`src/rtl/core/ocl_pkg.sv`:
```
`default_nettype none

package ocl_pkg;

    // Field widths of the request and response items.
    localparam int OP_W  = 3;
    localparam int VAL_W = 8;
    localparam int ST_W  = 3;
    localparam int CNT_W = 5;

    // Default list depth.
    localparam int CAPACITY_DEF = 16;

    // Operation codes.
    localparam logic [OP_W-1:0] OP_APPEND    = 3'd0;
    localparam logic [OP_W-1:0] OP_SEARCH    = 3'd1;
    localparam logic [OP_W-1:0] OP_REM_HEAD  = 3'd2;
    localparam logic [OP_W-1:0] OP_REM_MATCH = 3'd3;
    localparam logic [OP_W-1:0] OP_CLEAR     = 3'd4;

    // Status codes.
    localparam logic [ST_W-1:0] ST_OK        = 3'd0;
    localparam logic [ST_W-1:0] ST_FOUND     = 3'd1;
    localparam logic [ST_W-1:0] ST_NOT_FOUND = 3'd2;
    localparam logic [ST_W-1:0] ST_EMPTY     = 3'd3;
    localparam logic [ST_W-1:0] ST_FULL      = 3'd4;

    // Commands from the controller to the datapath.
    typedef struct packed {
        logic            load_value;  // capture the search key
        logic            idx_clr;     // scan index to zero
        logic            idx_inc;     // scan index up by one
        logic            rd_en;       // read the entry store
        logic            rd_next;     // read at index + 1 instead of index
        logic            wr_en;       // write the entry store
        logic            wr_shift;    // write at index with read data, else append
        logic            len_inc;
        logic            len_dec;
        logic            len_clr;
        logic            set_status;
        logic [ST_W-1:0] status;
    } t_cmd;

    // Status from the datapath to the controller.
    typedef struct packed {
        logic empty;
        logic full;
        logic match;      // read data equals the search key
        logic scan_end;   // index has reached the length
        logic shift_end;  // index + 1 has reached the length
    } t_stat;

endpackage

`default_nettype wire

```
`src/rtl/core/ocl_if.sv`:
```
`default_nettype none

// Request channel: one list operation per item.
interface ocl_req_if
    import ocl_pkg::*;
();
    logic             valid;
    logic             ready;
    logic [OP_W-1:0]  opcode;
    logic [VAL_W-1:0] value;

    modport source (output valid, output opcode, output value, input ready);
    modport sink   (input valid, input opcode, input value, output ready);
endinterface

// Response channel: status and list count.
interface ocl_rsp_if
    import ocl_pkg::*;
();
    logic             valid;
    logic             ready;
    logic [ST_W-1:0]  status;
    logic [CNT_W-1:0] count;

    modport source (output valid, output status, output count, input ready);
    modport sink   (input valid, input status, input count, output ready);
endinterface

`default_nettype wire

```
`src/rtl/core/ordered_char_list_top.sv`:
```
// Append, clear and the refused cases answer in the cycle after the item is taken.
// Search alternates read and compare states until a hit or the end of the list.
// Removals move each entry above the gap down through a read state and a write state.
// One item at a time: the next item is taken the cycle after the result leaves.
// The scan loop reads one entry per pass through its read and compare states and sets the rate.
// Reset (synchronous, active low) empties the list; no clearing pass is needed.
`default_nettype none

module ordered_char_list_top
    import ocl_pkg::*;
#(
    parameter int CAPACITY = CAPACITY_DEF
) (
    input  wire logic i_clk,
    input  wire logic i_rst_n,
    ocl_req_if.sink   i_req,
    ocl_rsp_if.source o_rsp
);

    t_cmd  cmd;
    t_stat stat;

    // Sequencer.
    ocl_ctrl u_ctrl (
        .i_clk        (i_clk),
        .i_rst_n      (i_rst_n),
        .i_req_valid  (i_req.valid),
        .i_req_opcode (i_req.opcode),
        .o_req_ready  (i_req.ready),
        .o_rsp_valid  (o_rsp.valid),
        .i_rsp_ready  (o_rsp.ready),
        .i_stat       (stat),
        .o_cmd        (cmd)
    );

    // Entry store, length, index and result.
    ocl_datapath #(
        .CAPACITY (CAPACITY)
    ) u_datapath (
        .i_clk    (i_clk),
        .i_rst_n  (i_rst_n),
        .i_cmd    (cmd),
        .i_value  (i_req.value),
        .o_stat   (stat),
        .o_status (o_rsp.status),
        .o_count  (o_rsp.count)
    );

endmodule

`default_nettype wire

```
`src/rtl/core/ocl_datapath.sv`:
```
`default_nettype none

module ocl_datapath
    import ocl_pkg::*;
#(
    parameter int CAPACITY = CAPACITY_DEF
) (
    input  wire logic             i_clk,
    input  wire logic             i_rst_n,
    input  wire t_cmd             i_cmd,
    input  wire logic [VAL_W-1:0] i_value,
    output t_stat                 o_stat,
    output logic [ST_W-1:0]       o_status,
    output logic [CNT_W-1:0]      o_count
);

    localparam int IW = $clog2(CAPACITY);
    localparam int LW = $clog2(CAPACITY + 1);

    logic [VAL_W-1:0] r_mem [CAPACITY];
    logic [VAL_W-1:0] r_rd_data;
    logic [VAL_W-1:0] r_value;
    logic [ST_W-1:0]  r_status;
    logic [LW-1:0]    r_len,  n_len;
    logic [LW-1:0]    r_idx,  n_idx;
    logic [LW:0]      idx_p1;
    logic [IW-1:0]    rd_addr;
    logic [IW-1:0]    wr_addr;
    logic [VAL_W-1:0] wr_data;

    // Address and data selection for the entry store.
    always_comb begin
        idx_p1  = {1'b0, r_idx} + (LW+1)'(1);
        rd_addr = i_cmd.rd_next ? idx_p1[IW-1:0] : r_idx[IW-1:0];
        wr_addr = i_cmd.wr_shift ? r_idx[IW-1:0] : r_len[IW-1:0];
        wr_data = i_cmd.wr_shift ? r_rd_data : i_value;
    end

    // Entry store: one write port and one registered read port.
    always_ff @(posedge i_clk) begin
        if (i_cmd.wr_en) begin
            r_mem[wr_addr] <= wr_data;
        end
        if (i_cmd.rd_en) begin
            r_rd_data <= r_mem[rd_addr];
        end
    end

    // Next length and scan index.
    always_comb begin
        n_len = r_len;
        if (i_cmd.len_clr) begin
            n_len = '0;
        end else if (i_cmd.len_inc) begin
            n_len = r_len + LW'(1);
        end else if (i_cmd.len_dec) begin
            n_len = r_len - LW'(1);
        end
        n_idx = r_idx;
        if (i_cmd.idx_clr) begin
            n_idx = '0;
        end else if (i_cmd.idx_inc) begin
            n_idx = idx_p1[LW-1:0];
        end
    end

    // Control registers.
    always_ff @(posedge i_clk) begin
        if (!i_rst_n) begin
            r_len <= '0;
            r_idx <= '0;
        end else begin
            r_len <= n_len;
            r_idx <= n_idx;
        end
    end

    // Search key and result status.
    always_ff @(posedge i_clk) begin
        if (i_cmd.load_value) begin
            r_value <= i_value;
        end
        if (i_cmd.set_status) begin
            r_status <= i_cmd.status;
        end
    end

    // Status toward the controller.
    always_comb begin
        o_stat.empty     = (r_len == '0);
        o_stat.full      = (r_len >= LW'(CAPACITY));
        o_stat.match     = (r_rd_data == r_value);
        o_stat.scan_end  = (r_idx >= r_len);
        o_stat.shift_end = (idx_p1 >= {1'b0, r_len});
    end

    assign o_status = r_status;
    assign o_count  = CNT_W'(r_len);

endmodule

`default_nettype wire

```
`src/rtl/core/ocl_ctrl.sv`:
```
`default_nettype none

module ocl_ctrl
    import ocl_pkg::*;
(
    input  wire logic            i_clk,
    input  wire logic            i_rst_n,
    input  wire logic            i_req_valid,
    input  wire logic [OP_W-1:0] i_req_opcode,
    output logic                 o_req_ready,
    output logic                 o_rsp_valid,
    input  wire logic            i_rsp_ready,
    input  wire t_stat           i_stat,
    output t_cmd                 o_cmd
);

    localparam logic [2:0] S_IDLE = 3'd0;
    localparam logic [2:0] S_SRD  = 3'd1;  // issue read of entry at index
    localparam logic [2:0] S_SCMP = 3'd2;  // compare entry with key
    localparam logic [2:0] S_HRD  = 3'd3;  // read entry above the gap
    localparam logic [2:0] S_HWR  = 3'd4;  // move it down into the gap
    localparam logic [2:0] S_RESP = 3'd5;  // result waits for the sink

    logic [2:0]      r_state, n_state;
    logic [OP_W-1:0] r_op,    n_op;

    // Sequencer: decodes the operation and steps the scan and shift loops.
    always_comb begin
        n_state = r_state;
        n_op    = r_op;
        o_cmd   = '0;
        case (r_state)
            S_IDLE: begin
                if (i_req_valid) begin
                    n_op             = i_req_opcode;
                    o_cmd.load_value = 1'b1;
                    o_cmd.idx_clr    = 1'b1;
                    o_cmd.set_status = 1'b1;
                    o_cmd.status     = ST_OK;
                    n_state          = S_RESP;
                    case (i_req_opcode)
                        OP_APPEND: begin
                            if (i_stat.full) begin
                                o_cmd.status = ST_FULL;
                            end else begin
                                o_cmd.wr_en   = 1'b1;
                                o_cmd.len_inc = 1'b1;
                            end
                        end
                        OP_SEARCH: begin
                            o_cmd.set_status = 1'b0;
                            n_state          = S_SRD;
                        end
                        OP_REM_HEAD: begin
                            if (i_stat.empty) begin
                                o_cmd.status = ST_EMPTY;
                            end else begin
                                o_cmd.set_status = 1'b0;
                                n_state          = S_HRD;
                            end
                        end
                        OP_REM_MATCH: begin
                            if (i_stat.empty) begin
                                o_cmd.status = ST_EMPTY;
                            end else begin
                                o_cmd.set_status = 1'b0;
                                n_state          = S_SRD;
                            end
                        end
                        OP_CLEAR: begin
                            o_cmd.len_clr = 1'b1;
                        end
                        default: begin
                        end
                    endcase
                end
            end
            S_SRD: begin
                if (i_stat.scan_end) begin
                    o_cmd.set_status = 1'b1;
                    o_cmd.status     = ST_NOT_FOUND;
                    n_state          = S_RESP;
                end else begin
                    o_cmd.rd_en = 1'b1;
                    n_state     = S_SCMP;
                end
            end
            S_SCMP: begin
                if (i_stat.match) begin
                    if (r_op == OP_SEARCH) begin
                        o_cmd.set_status = 1'b1;
                        o_cmd.status     = ST_FOUND;
                        n_state          = S_RESP;
                    end else begin
                        n_state = S_HRD;
                    end
                end else begin
                    o_cmd.idx_inc = 1'b1;
                    n_state       = S_SRD;
                end
            end
            S_HRD: begin
                if (i_stat.shift_end) begin
                    o_cmd.len_dec    = 1'b1;
                    o_cmd.set_status = 1'b1;
                    o_cmd.status     = ST_OK;
                    n_state          = S_RESP;
                end else begin
                    o_cmd.rd_en   = 1'b1;
                    o_cmd.rd_next = 1'b1;
                    n_state       = S_HWR;
                end
            end
            S_HWR: begin
                o_cmd.wr_en    = 1'b1;
                o_cmd.wr_shift = 1'b1;
                o_cmd.idx_inc  = 1'b1;
                n_state        = S_HRD;
            end
            S_RESP: begin
                if (i_rsp_ready) begin
                    n_state = S_IDLE;
                end
            end
            default: begin
                n_state = S_IDLE;
            end
        endcase
    end

    // State registers.
    always_ff @(posedge i_clk) begin
        if (!i_rst_n) begin
            r_state <= S_IDLE;
            r_op    <= OP_APPEND;
        end else begin
            r_state <= n_state;
            r_op    <= n_op;
        end
    end

    assign o_req_ready = (r_state == S_IDLE);
    assign o_rsp_valid = (r_state == S_RESP);

endmodule

`default_nettype wire

```
`src/flat_wrapper.sv`:
```
// flat-port wrapper written by rule: the top's interface ports become plain ports
module ordered_char_list_top_flat import ocl_pkg::*;
#(
    parameter int CAPACITY = CAPACITY_DEF
)
  (i_clk, i_rst_n, i_req_valid, i_req_opcode, i_req_value, i_req_ready, o_rsp_valid, o_rsp_status, o_rsp_count, o_rsp_ready);
  ocl_req_if i_req_i ();
  ocl_rsp_if o_rsp_i ();
  input  wire logic i_clk;
  input  wire logic i_rst_n;
  input wire logic [$bits(i_req_i.valid)-1:0] i_req_valid;
  input wire logic [$bits(i_req_i.opcode)-1:0] i_req_opcode;
  input wire logic [$bits(i_req_i.value)-1:0] i_req_value;
  output wire logic [$bits(i_req_i.ready)-1:0] i_req_ready;
  output wire logic [$bits(o_rsp_i.valid)-1:0] o_rsp_valid;
  output wire logic [$bits(o_rsp_i.status)-1:0] o_rsp_status;
  output wire logic [$bits(o_rsp_i.count)-1:0] o_rsp_count;
  input wire logic [$bits(o_rsp_i.ready)-1:0] o_rsp_ready;
  assign i_req_i.valid = i_req_valid;
  assign i_req_i.opcode = i_req_opcode;
  assign i_req_i.value = i_req_value;
  assign i_req_ready = i_req_i.ready;
  assign o_rsp_valid = o_rsp_i.valid;
  assign o_rsp_status = o_rsp_i.status;
  assign o_rsp_count = o_rsp_i.count;
  assign o_rsp_i.ready = o_rsp_ready;
  ordered_char_list_top #(.CAPACITY(CAPACITY)) u_core (.i_clk(i_clk), .i_rst_n(i_rst_n), .i_req(i_req_i), .o_rsp(o_rsp_i));
endmodule
```
`config.mk`:
```
export PLATFORM = sky130hd
export DESIGN_NAME = ordered_char_list_top_flat
export DESIGN_NICKNAME = d
export VERILOG_FILES = /design/src/rtl/core/ocl_pkg.sv /design/src/rtl/core/ocl_if.sv /design/src/rtl/core/ordered_char_list_top.sv /design/src/rtl/core/ocl_datapath.sv /design/src/rtl/core/ocl_ctrl.sv /design/src/flat_wrapper.sv
export SDC_FILE = /design/constraint.sdc
export NUM_CORES = 1
export LEC_CHECK = 0
export BUFFER_PORTS_ARGS = -buffer_cell sky130_fd_sc_hd__buf_2
export CORE_MARGIN = 8
export CORE_UTILIZATION = 50
export CTS_CLUSTER_SIZE = 8
export DETAILED_ROUTE_END_ITERATION = 7
export HOLD_SLACK_MARGIN = 0.06
export PLACE_DENSITY = 0.66
export SYNTH_ARGS = -nofsm -noshare
export SYNTH_HDL_FRONTEND = slang
export SYNTH_HIERARCHICAL = 1
export SYNTH_SLANG_ARGS = --single-unit
```
`constraint.sdc`:
```
create_clock -name i_clk -period 4.8 [get_ports i_clk]
set_input_delay 0.72 -clock i_clk [delete_from_list [all_inputs] [get_ports i_clk]]
set_output_delay 0.72 -clock i_clk [all_outputs]
set_load 0.005 [all_outputs]
```
; Word level (Yosys, flattened, before mapping)
; Memory sizes are Yosys's and may differ from the RTL's. A register that Yosys moved wholly into a read port is not among the register bits.
; Index checks and enable logic that the tools add are counted.
[op_classes]
n_reduce_logical = 9
magnitude_cmp = 3
muxes = 46
n_addsub = 3
bitwise = 1
eq_ne = 13
[ops]
columns = operator, count
row1 = $mux 3, 8
row2 = $mux 4, 6
row3 = $pmux 3 s6, 1
row4 = $mux 1, 16
row5 = $pmux 4 s4, 1
row6 = $mux 5, 3
row7 = $eq 3x2->1 const B, 4
row8 = $eq 3x1->1 const B, 3
row9 = $eq 3x3->1 const B, 3
row10 = $pmux 3 s3, 1
row11 = $eq 8x8->1, 1
row12 = $mux 2, 4
row13 = $mux 8, 1
row14 = $pmux 1 s2, 4
row15 = $add 5x1->6 const B, 1
row16 = $ge 6x5->1, 1
row17 = $logic_not 3->1, 2
row18 = $pmux 3 s2, 1
row19 = $reduce_or 2->1, 3
row20 = $add 5x1->5 const B, 1
row21 = $ge 5x5->1, 1
row22 = $ge 5x5->1 const B, 1
row23 = $logic_not 5->1, 1
row24 = $sub 5x1->5 const B, 1
row25 = 5 further kinds, 6
[totals]
reg_bits = 27
out_inout_bits = 10
wordCells = 82
n_memories = 1
ramBits = 128
[mem_list]
columns = name, depth, width, read_ports, rd_clocked_by_memory_dff, write_ports, line
row1 = u_core.u_datapath.r_mem, 16, 8, 1, 1, 1, ocl_datapath.sv:20  ; logic [VAL_W-1:0] r_mem [CAPACITY];

; Longest topological paths before layout
; Gate-level depths: netlist of the first run.
[depth]
word_depth = 7
depth_mapped = 16
ltp_nobuf = 13

; Hierarchy
; The synthesis of the first run kept the hierarchy.
[by_module_without_submodules]
columns = module, area_each_um2, cells_each, seq_area_each_um2, n_inst
row1 = ocl_datapath, 7384.6, 497, 4614.4, 1
row2 = ocl_ctrl, 516.7, 72, 120.1, 1

; Worst setup path before layout of the first run
; No wires, ideal clock.
[synth_path]
path_kind = flip-flop to flip-flop
start = reg u_core.u_datapath.r_idx[2]
end = reg u_core.u_datapath.r_rd_data[5], read port of u_core.u_datapath.r_mem, data pin
stages_incl_launch_ff = 17
t_required_ns = 4.541
setup_time_ns = 0.259
n_path_buf = 4
arrival_time_ns = 3.259
setup_slack_ns = 1.282
cell_sequence = dfxtp_1 buf_2 buf_1 xor2_1 ha_1 o21a_1 o21a_1 o21ai_0 nand2_1 nor2_1 and2b_1 buf_6 nor2_4 buf_6 mux4_1 a32oi_1 nand2_1
[synth_rtl]
columns = element, line
row1 = "start, declared", ocl_datapath.sv:25  ; logic [LW-1:0] r_idx, n_idx;
row2 = "start signal, assigned", ocl_datapath.sv:74  ; r_idx <= n_idx;
row3 = "end, declared", ocl_datapath.sv:21  ; logic [VAL_W-1:0] r_rd_data;

==> Flow_metrics.wiki, run 1 <==
{| class="wikitable"
! Metric !! Value
|-
| Number of H-tree branching levels || 4
|-
| Post-Synth Adder-Cell Area || 2.470%
|-
| First DRT Iteration DRCs || 527
|-
| Worst Setup SP || u_core/u_datapath/r_idx[0]
|-
| Die area || 0.02008 mm2
|-
| Cell depth of the worst flop-to-flop path || 15
|-
| Die X-Extent || 141.7 um
|-
| Total number of placement rows || 46
|-
| Unrepaired setup endpoints after global routing || false
|-
| Xor/xnor share of the synthesized area || 2.106%
|-
| Fill count || 1238
|-
| Slew at the pin with the worst max-slew slack || 1.067 ns
|-
| Area fraction of the dominant cell type after synthesis || 55.87%
|-
| Global-route wire length before repair || 28280 um
|-
| Layout Skew || 0.008274 ns
|-
| Final core utilization || 56.55%
|-
| Reg clk slew, reported paths || 0.06 ns
|-
| Max transition margin || 28.58%
|-
| Crit end category || flip-flop
|-
| Critical path peak fanout || 14
|-
| Max Clock Freq || 235.3 MHz
|-
| Post-route fraction of the period consumed by the critical path || 88.55%
|-
| Number of max-cap violations || 0
|-
| Number of failing setup endpoints in the final timing report || 0
|-
| Vertical die dimension || 141.7 um
|-
| Startpoint of the worst-slack reg-to-reg timing path || u_core/u_datapath/r_idx[0]
|-
| DRT Wirelength || 18080 um
|-
| Hold/Removal Path Class || flip-flop to flip-flop
|-
| Placed cell count || 790
|-
| Fraction of the mapped netlist area in compound gates || 9.881%
|-
| Via count || 5022
|-
| Commonest cells after routing, fill and taps aside || 147 x sky130_fd_sc_hd__edfxtp_1, 66 x sky130_fd_sc_hd__mux2i_1, 37 x sky130_fd_sc_hd__nor2_1, 32 x sky130_fd_sc_hd__a22oi_1, 27 x sky130_fd_sc_hd__nand2_1
|-
| Clock tree from TritonCTS || built
|-
| Critical Path Start Type || flip-flop
|-
| GRT Resource Usage Total || 18.70%
|-
| Leading area contributor after synthesis || sky130_fd_sc_hd__edfxtp_1
|-
| Cell Area, Synth || 0.007901 mm2
|-
| Clk_lat worst skew || 0.42 ns
|-
| Hold-fix buffers at CTS || 0
|-
| Worst min-delay path startpoint || u_core/u_ctrl/r_op[2]
|-
| Total of warnings raised by yosys || 6
|-
| Setup Buffers After CTS || 0
|-
| Overflow after GRT || 0
|-
| Period minus WS final || 4.250 ns
|-
| Final routed DRC violation total || 0
|-
| Number of optimization iterations in the first detailed-route pass || 5
|-
| Wire per inst || 22.03 um
|-
| CP Class || flip-flop to flip-flop
|-
| Fraction of registers with async set/reset || 0%
|-
| Worst Hold Endpoint || u_core/u_ctrl/r_op[2]
|-
| DP Worst Slack || 0.5997 ns
|-
| Unique cell type count in the Yosys netlist || 62
|-
| Post-CTS Resized || 0
|-
| Total nets after synthesis || 599
|-
| Hold depth || 2
|-
| Effective utilization at floorplan || 50.47%
|-
| Multi-input gate area || 0.002947 mm2
|-
| Register Area || 0.004736 mm2
|-
| Worst Slack Setup Final || 0.5498 ns
|-
| Vias in the first global route || 5067
|-
| Mux share of post-synthesis cell area || 14.58%
|-
| Placement-stage cell area || 0.008227 mm2
|-
| Post-route non-filler standard cell count || 821
|-
| Pin count of the biggest net entering global routing || 37
|-
| Number of clock buffers inserted by TritonCTS || 17
|-
| Signed area change from the synthesized netlist to the final layout || 12.05%
|-
| Via-to-Cell Ratio || 6.117
|-
| Post-synthesis simple-gate area fraction || 8.155%
|-
| R2r setup slk || 0.55 ns
|-
| Number of input and output port buffers inserted || 24
|-
| Yosys reg bits || 163
|-
| Fraction of the yosys area taken by sequential cells || 59.92%
|-
| Power density cells || 514.4 mW/mm2
|-
| Sum of net half-perimeters after detailed placement || 12410 um
|-
| Critical path data arrival time || 4.42 ns
|-
| Mean instance size in the synthesized netlist || 13.89 um2
|-
| Most frequent standard cell in the layout excluding fill and tap cells || sky130_fd_sc_hd__edfxtp_1
|-
| Highest ir drop seen on vdd || 0.3092 mV
|-
| Top cells by area, synth || sky130_fd_sc_hd__edfxtp_1 56%, sky130_fd_sc_hd__mux2i_1 8.4%, sky130_fd_sc_hd__dfxtp_1 4.1%
|-
| Final number of hold-violating endpoints || 0
|-
| Ant. Diodes || 0
|-
| Run status || finished, final reports clean
|-
| Number of nets at the end of the flow || 623
|-
| Number of buffers on the longest clock path || 2
|-
| Antenna violations before repair || 0
|-
| Boundary Pins || 25
|-
| Largest family of logic cells by synthesized area || multiplexers
|-
| Number of sinks on the clock net || 163
|-
| Synth Flop Type || sky130_fd_sc_hd__edfxtp_1
|-
| Layout cell share with drive strength beyond 1 || 16.03%
|-
| Cells after synthesis || 569
|-
| Count of pins over their slew limit || 0
|-
| Core Area || 0.01566 mm2
|-
| P_leak || 2.860 nW
|-
| Placer congestion estimate || 0.8053
|-
| Final design area excluding fillers || 0.008853 mm2
|-
| Worst R2R End || u_core/u_datapath/r_rd_data[2]
|-
| Worst EP required || 4.97 ns
|-
| Fin Setup TNS || 0 ns
|-
| Remaining number of nets flagged by the antenna check after routing || 0
|-
| Root Buffer || sky130_fd_sc_hd__clkbuf_16
|-
| Number of enable-type register cells in the synthesized netlist || 147
|}
final cells by class:
type | count | share of cell area, %
Sequential cell | 163 | 53.49
Multi-Input combinational cell | 359 | 33.28
Clock inverter | 14 | 2.275
Tap cell | 216 | 3.053
Inverter | 15 | 0.6360
Timing Repair Buffer | 37 | 2.459
Clock buffer | 17 | 4.805
metal layers:
metal / GRT usage, % / up-vias / wire [um]
li1: - / 2285 / -
met4: 7.123 / 0 / 330
met1: 23.42 / 2513 / 7668
met5: 0 / - / 0
met2: 30.55 / 201 / 8752
met3: 4.872 / 23 / 1333
how the worst max path moves through the flow:
stage / endpoint / slack, ns / cells past startpoint
after floorplan: u_core/u_datapath/r_rd_data[5] / 1.28 / 16
after global placement: u_core/u_datapath/r_rd_data[0] / 0.68 / 15
after detailed placement: u_core/u_datapath/r_rd_data[0] / 0.60 / 15
after CTS: u_core/u_datapath/r_rd_data[0] / 0.56 / 15
after global routing: u_core/u_datapath/r_rd_data[2] / 0.27 / 15
final: u_core/u_datapath/r_rd_data[2] / 0.55 / 15
metrics by stage:
stage / power, mW / hold slack, ns
after global routing: 4.765 / 0.4722
after CTS: 4.571 / 0.4739
after floorplan: 2.802 / 0.4386
after detailed placement: 3.137 / 0.4640
after global placement: 3.099 / 0.4481
final: 4.554 / 0.4699
synthesized netlist by cell type, types with 14 or more instances:
cell / number
sky130_fd_sc_hd__mux2i_1: 66
sky130_fd_sc_hd__edfxtp_1: 147
sky130_fd_sc_hd__nand2_1: 27
sky130_fd_sc_hd__a32oi_1: 16
sky130_fd_sc_hd__inv_1: 15
sky130_fd_sc_hd__a22oi_1: 32
sky130_fd_sc_hd__xnor2_1: 16
sky130_fd_sc_hd__dfxtp_1: 16
sky130_fd_sc_hd__nor2_1: 37
sky130_fd_sc_hd__ha_1: 14
sequential cells by signal, summed over array words and instances (netlist names):
| name | count |
|---|---|
| u_core/u_datapath/r_mem | 128 |
| u_core/u_datapath/r_rd_data | 8 |
| u_core/u_datapath/r_value | 8 |
| u_core/u_datapath/o_count | 5 |
| u_core/u_datapath/r_idx | 5 |
| u_core/u_ctrl/r_op | 3 |
| u_core/u_ctrl/r_state | 3 |
| u_core/u_datapath/o_status | 3 |
report_power, final:
| part | internal, mW | switching [mW] | total [mW] |
|---|---|---|---|
| combinational | 0.507 | 0.745 | 1.25 |
| sequential | 1.76 | 0.103 | 1.87 |
| clock | 0.878 | 0.558 | 1.44 |
| total | 3.15 | 1.41 | 4.55 |
cell families after synthesis:
logic type / Yosys count
AO/OA/AOI/OAI: 107
XOR/XNOR: 19
adder cells (fa/ha/maj): 15
buffers and inverters: 47
flip-flops: 163
multiplexers: 91
AND/OR/NAND/NOR: 127
worst max-delay path, cell delays in order, from the launching register on:
cell	delay, ns
sky130_fd_sc_hd__dfxtp_1	0.62
sky130_fd_sc_hd__ha_2	0.38
sky130_fd_sc_hd__ha_1	0.27
sky130_fd_sc_hd__a21boi_0	0.12
sky130_fd_sc_hd__o21a_1	0.18
sky130_fd_sc_hd__o21a_1	0.17
sky130_fd_sc_hd__o21ai_0	0.15
sky130_fd_sc_hd__nand2_1	0.11
sky130_fd_sc_hd__nor2_1	0.16
sky130_fd_sc_hd__buf_4	0.20
sky130_fd_sc_hd__and2b_1	0.23
sky130_fd_sc_hd__nor2_4	0.34
sky130_fd_sc_hd__buf_4	0.27
sky130_fd_sc_hd__mux4_1	0.56
sky130_fd_sc_hd__a32oi_1	0.16
sky130_fd_sc_hd__nand2_1	0.08
Power figures use the tool's default switching activity.
==> run 2, diff against run 1 <==
--- a/config.mk
+++ b/config.mk
@@ -6,12 +6,14 @@
 export NUM_CORES = 1
 export LEC_CHECK = 0
 export BUFFER_PORTS_ARGS = -buffer_cell sky130_fd_sc_hd__buf_2
+export CELL_PAD_IN_SITES_DETAIL_PLACEMENT = 0
+export CELL_PAD_IN_SITES_GLOBAL_PLACEMENT = 1
 export CORE_MARGIN = 8
 export CORE_UTILIZATION = 50
 export CTS_CLUSTER_SIZE = 8
 export DETAILED_ROUTE_END_ITERATION = 7
 export HOLD_SLACK_MARGIN = 0.06
-export PLACE_DENSITY = 0.66
+export PLACE_DENSITY = 0.87
 export SYNTH_ARGS = -nofsm -noshare
 export SYNTH_HDL_FRONTEND = slang
 export SYNTH_HIERARCHICAL = 1
==> run 2 against run 1 <==
Hold slack better by 0.0027 ns. Largest cell class unchanged. Register-to-register slack worse by 0.05 ns. Final area is 0.73% lower. Total power decreased by 3.2%. Sequential cell count unchanged. Critical path type unchanged.
==> Flow_metrics.wiki, run 2 (same netlist as run 1, synthesis figures left out) <==
{| class="wikitable"
! Metric !! Value
|-
| Die area || 0.02008 mm2 (unchanged)
|-
| Number of clock buffers inserted by TritonCTS || 17 (unchanged)
|-
| Max Clock Freq || 232.7 MHz (-1.1%)
|-
| Number of sinks on the clock net || 163 (unchanged)
|-
| Ant. Diodes || 0 (unchanged)
|-
| Fill count || 1238 (unchanged)
|-
| Biggest regs || u_core/u_datapath/r_mem (128), u_core/u_datapath/r_rd_data (8), u_core/u_datapath/r_value (8)
|-
| Final routed DRC violation total || 0 (unchanged)
|-
| Run status || finished, final reports clean
|-
| DRT Wirelength || 18490 um (+2.3%)
|-
| Vertical die dimension || 141.7 um (unchanged)
|-
| Placement-stage cell area || 0.008219 mm2 (about the same)
|-
| Period minus WS final || 4.297 ns (+0.04709 ns)
|-
| Final core utilization || 56.14% (-0.42 points)
|-
| Max reg flops || 128 (unchanged)
|-
| Number of failing setup endpoints in the final timing report || 0 (unchanged)
|-
| Number of optimization iterations in the first detailed-route pass || 5 (unchanged)
|-
| Number of input and output port buffers inserted || 24 (unchanged)
|-
| Layout cell share with drive strength beyond 1 || 15.54% (-0.50 points)
|-
| Via count || 5038 (+0.32%)
|-
| Sum of net half-perimeters after detailed placement || 12550 um (+1.1%)
|-
| Switching pwr || 1.390 mW (-1.1%)
|-
| DP Worst Slack || 0.5761 ns (-0.02358 ns)
|-
| Hold-fix buffers at CTS || 0 (unchanged)
|-
| Critical Path Start Type || flip-flop
|-
| Wire per inst || 22.52 um (+2.3%)
|-
| Design internal power || 3.018 mW (-4.2%)
|-
| Fin Setup TNS || 0 ns (unchanged)
|-
| Unrepaired setup endpoints after global routing || false
|-
| Remaining number of nets flagged by the antenna check after routing || 0 (unchanged)
|-
| Total number of placement rows || 46 (unchanged)
|-
| Multi-input gate area || 0.002947 mm2 (unchanged)
|-
| Critical path peak fanout || 14 (unchanged)
|-
| Portion of total power attributed to combinational logic || 28.8% (+1.3 points)
|-
| Root Buffer || sky130_fd_sc_hd__clkbuf_16
|-
| Signed area change from the synthesized netlist to the final layout || 11.23%
|-
| Largest register by flop count || u_core/u_datapath/r_mem
|-
| Core Area || 0.01566 mm2 (unchanged)
|-
| Most frequent standard cell in the layout excluding fill and tap cells || sky130_fd_sc_hd__edfxtp_1
|-
| First DRT Iteration DRCs || 545 (+3.4%)
|-
| Placer congestion estimate || 0.9039 (+12%)
|-
| Overflow after GRT || 0 (unchanged)
|-
| Pin count of the biggest net entering global routing || 44 (+19%)
|-
| Max transition margin || 25.28% (-3.3 points)
|-
| Clk_lat worst skew || 0.42 ns (about the same)
|-
| Power density cells || 501.6 mW/mm2 (-2.5%)
|-
| Layout Skew || 0.008428 ns (+0.0001538 ns)
|-
| Number of buffers on the longest clock path || 2 (unchanged)
|-
| Sequential share of power || 42.4% (+1.4 points)
|-
| Clock tree from TritonCTS || built
|-
| Number of H-tree branching levels || 4 (unchanged)
|-
| Register Area || 0.004736 mm2 (unchanged)
|-
| Via-to-Cell Ratio || 6.136 (+0.32%)
|-
| Post-CTS Resized || 0 (unchanged)
|-
| Reg clk slew, reported paths || 0.06 ns (about the same)
|-
| Critical path data arrival time || 4.47 ns (+0.05 ns)
|-
| Final number of hold-violating endpoints || 0 (unchanged)
|-
| Final design area excluding fillers || 0.008788 mm2 (-0.73%)
|-
| Crit end category || flip-flop
|-
| Clock group share of total power || 28.9% (-2.6 points)
|-
| Boundary Pins || 25 (unchanged)
|-
| Hold/Removal Path Class || flip-flop to flip-flop
|-
| Highest ir drop seen on vdd || 0.3209 mV (+3.8%)
|-
| Antenna violations before repair || 0 (unchanged)
|-
| Effective utilization at floorplan || 50.47% (unchanged)
|-
| Number of max-cap violations || 0 (unchanged)
|-
| Worst Slack Setup Final || 0.5027 ns (-0.04710 ns)
|-
| Net Sw Frac || 31.54% (+0.67 points)
|-
| Final Total Pwr || 4.408 mW (-3.2%)
|-
| Die X-Extent || 141.7 um (unchanged)
|-
| P_leak || 2.821 nW (-1.4%)
|-
| Slew at the pin with the worst max-slew slack || 1.117 ns (+0.04925 ns)
|-
| Commonest cells after routing, fill and taps aside || 147 x sky130_fd_sc_hd__edfxtp_1, 66 x sky130_fd_sc_hd__mux2i_1, 37 x sky130_fd_sc_hd__nor2_1, 32 x sky130_fd_sc_hd__a22oi_1, 27 x sky130_fd_sc_hd__nand2_1
|-
| Setup Buffers After CTS || 0 (unchanged)
|-
| Global-route wire length before repair || 28370 um (+0.29%)
|-
| Count of pins over their slew limit || 0 (unchanged)
|-
| Post-route fraction of the period consumed by the critical path || 89.53% (+0.98 points)
|-
| Worst EP required || 4.97 ns (about the same)
|-
| GRT Resource Usage Total || 18.86% (+0.16 points)
|-
| CP Class || flip-flop to flip-flop
|-
| Vias in the first global route || 5038 (-0.57%)
|-
| Number of nets at the end of the flow || 622 (-0.16%)
|}
-- run 2: layout make-up --
class                      count  share of cell area, %
clock buffer                  23                  5.695
sequential                   163                  53.89
timing repair buffer          36                  2.392
multi-input combinational    359                  33.53
inverter                      15                 0.6407
tap                          216                  3.075
clock inverter                 9                 0.7830
-- run 2: power groups by stage --
| stage | logic (mW) | clock network (mW) | registers [mW] |
|---|---|---|---|
| after floorplan | 0.960 | 0 | 1.84 |
| after global placement | 1.22 | 0 | 1.89 |
| after detailed placement | 1.25 | 0 | 1.90 |
| after CTS | 1.26 | 1.29 | 1.87 |
| after global routing | 1.37 | 1.35 | 1.88 |
| final | 1.27 | 1.27 | 1.87 |
-- run 2: worst max-delay path, cell delays in order, from the launching register on --
cell and delay, ns:
sky130_fd_sc_hd__dfxtp_1 0.62, sky130_fd_sc_hd__ha_2 0.38, sky130_fd_sc_hd__ha_1 0.26, sky130_fd_sc_hd__a21boi_0 0.13, sky130_fd_sc_hd__o21a_1 0.18, sky130_fd_sc_hd__o21a_1 0.17
sky130_fd_sc_hd__o21ai_0 0.15, sky130_fd_sc_hd__nand2_1 0.10, sky130_fd_sc_hd__nor2_1 0.13, sky130_fd_sc_hd__buf_4 0.19, sky130_fd_sc_hd__and2b_1 0.23, sky130_fd_sc_hd__nor2_4 0.37
sky130_fd_sc_hd__buf_4 0.28, sky130_fd_sc_hd__mux4_1 0.57, sky130_fd_sc_hd__a32oi_1 0.20, sky130_fd_sc_hd__nand2_1 0.08
-- run 2: through the flow --
stage / cells / hold slack [ns]
6_report: 821 / 0.4726
2_1_floorplan: 569 / 0.4386
3_3_place_gp: 789 / 0.4502
4_1_cts: 821 / 0.4740
3_5_place_dp: 789 / 0.4653
5_1_grt: 821 / 0.4819
-- run 2: routing by layer --
| layer | global-route usage [%] | wire length (um) |
|---|---|---|
| met1 | 23.12 | 7325 |
| met2 | 32.78 | 9494 |
| met3 | 4.066 | 1412 |
| met4 | 5.540 | 260 |
| met5 | 0 | 0 |
-- run 2: worst paths after layout --
path,cells after the start,slack (ns),start,end
setup / recovery,15,0.50,u_core/u_datapath/r_idx[0],u_core/u_datapath/r_rd_data[2]
hold / removal,2,0.47,u_core/u_ctrl/r_op[2],u_core/u_ctrl/r_op[2]
setup reg to reg,15,0.50,u_core/u_datapath/r_idx[0],u_core/u_datapath/r_rd_data[2]
hold reg to reg,2,0.47,u_core/u_ctrl/r_op[2],u_core/u_ctrl/r_op[2]
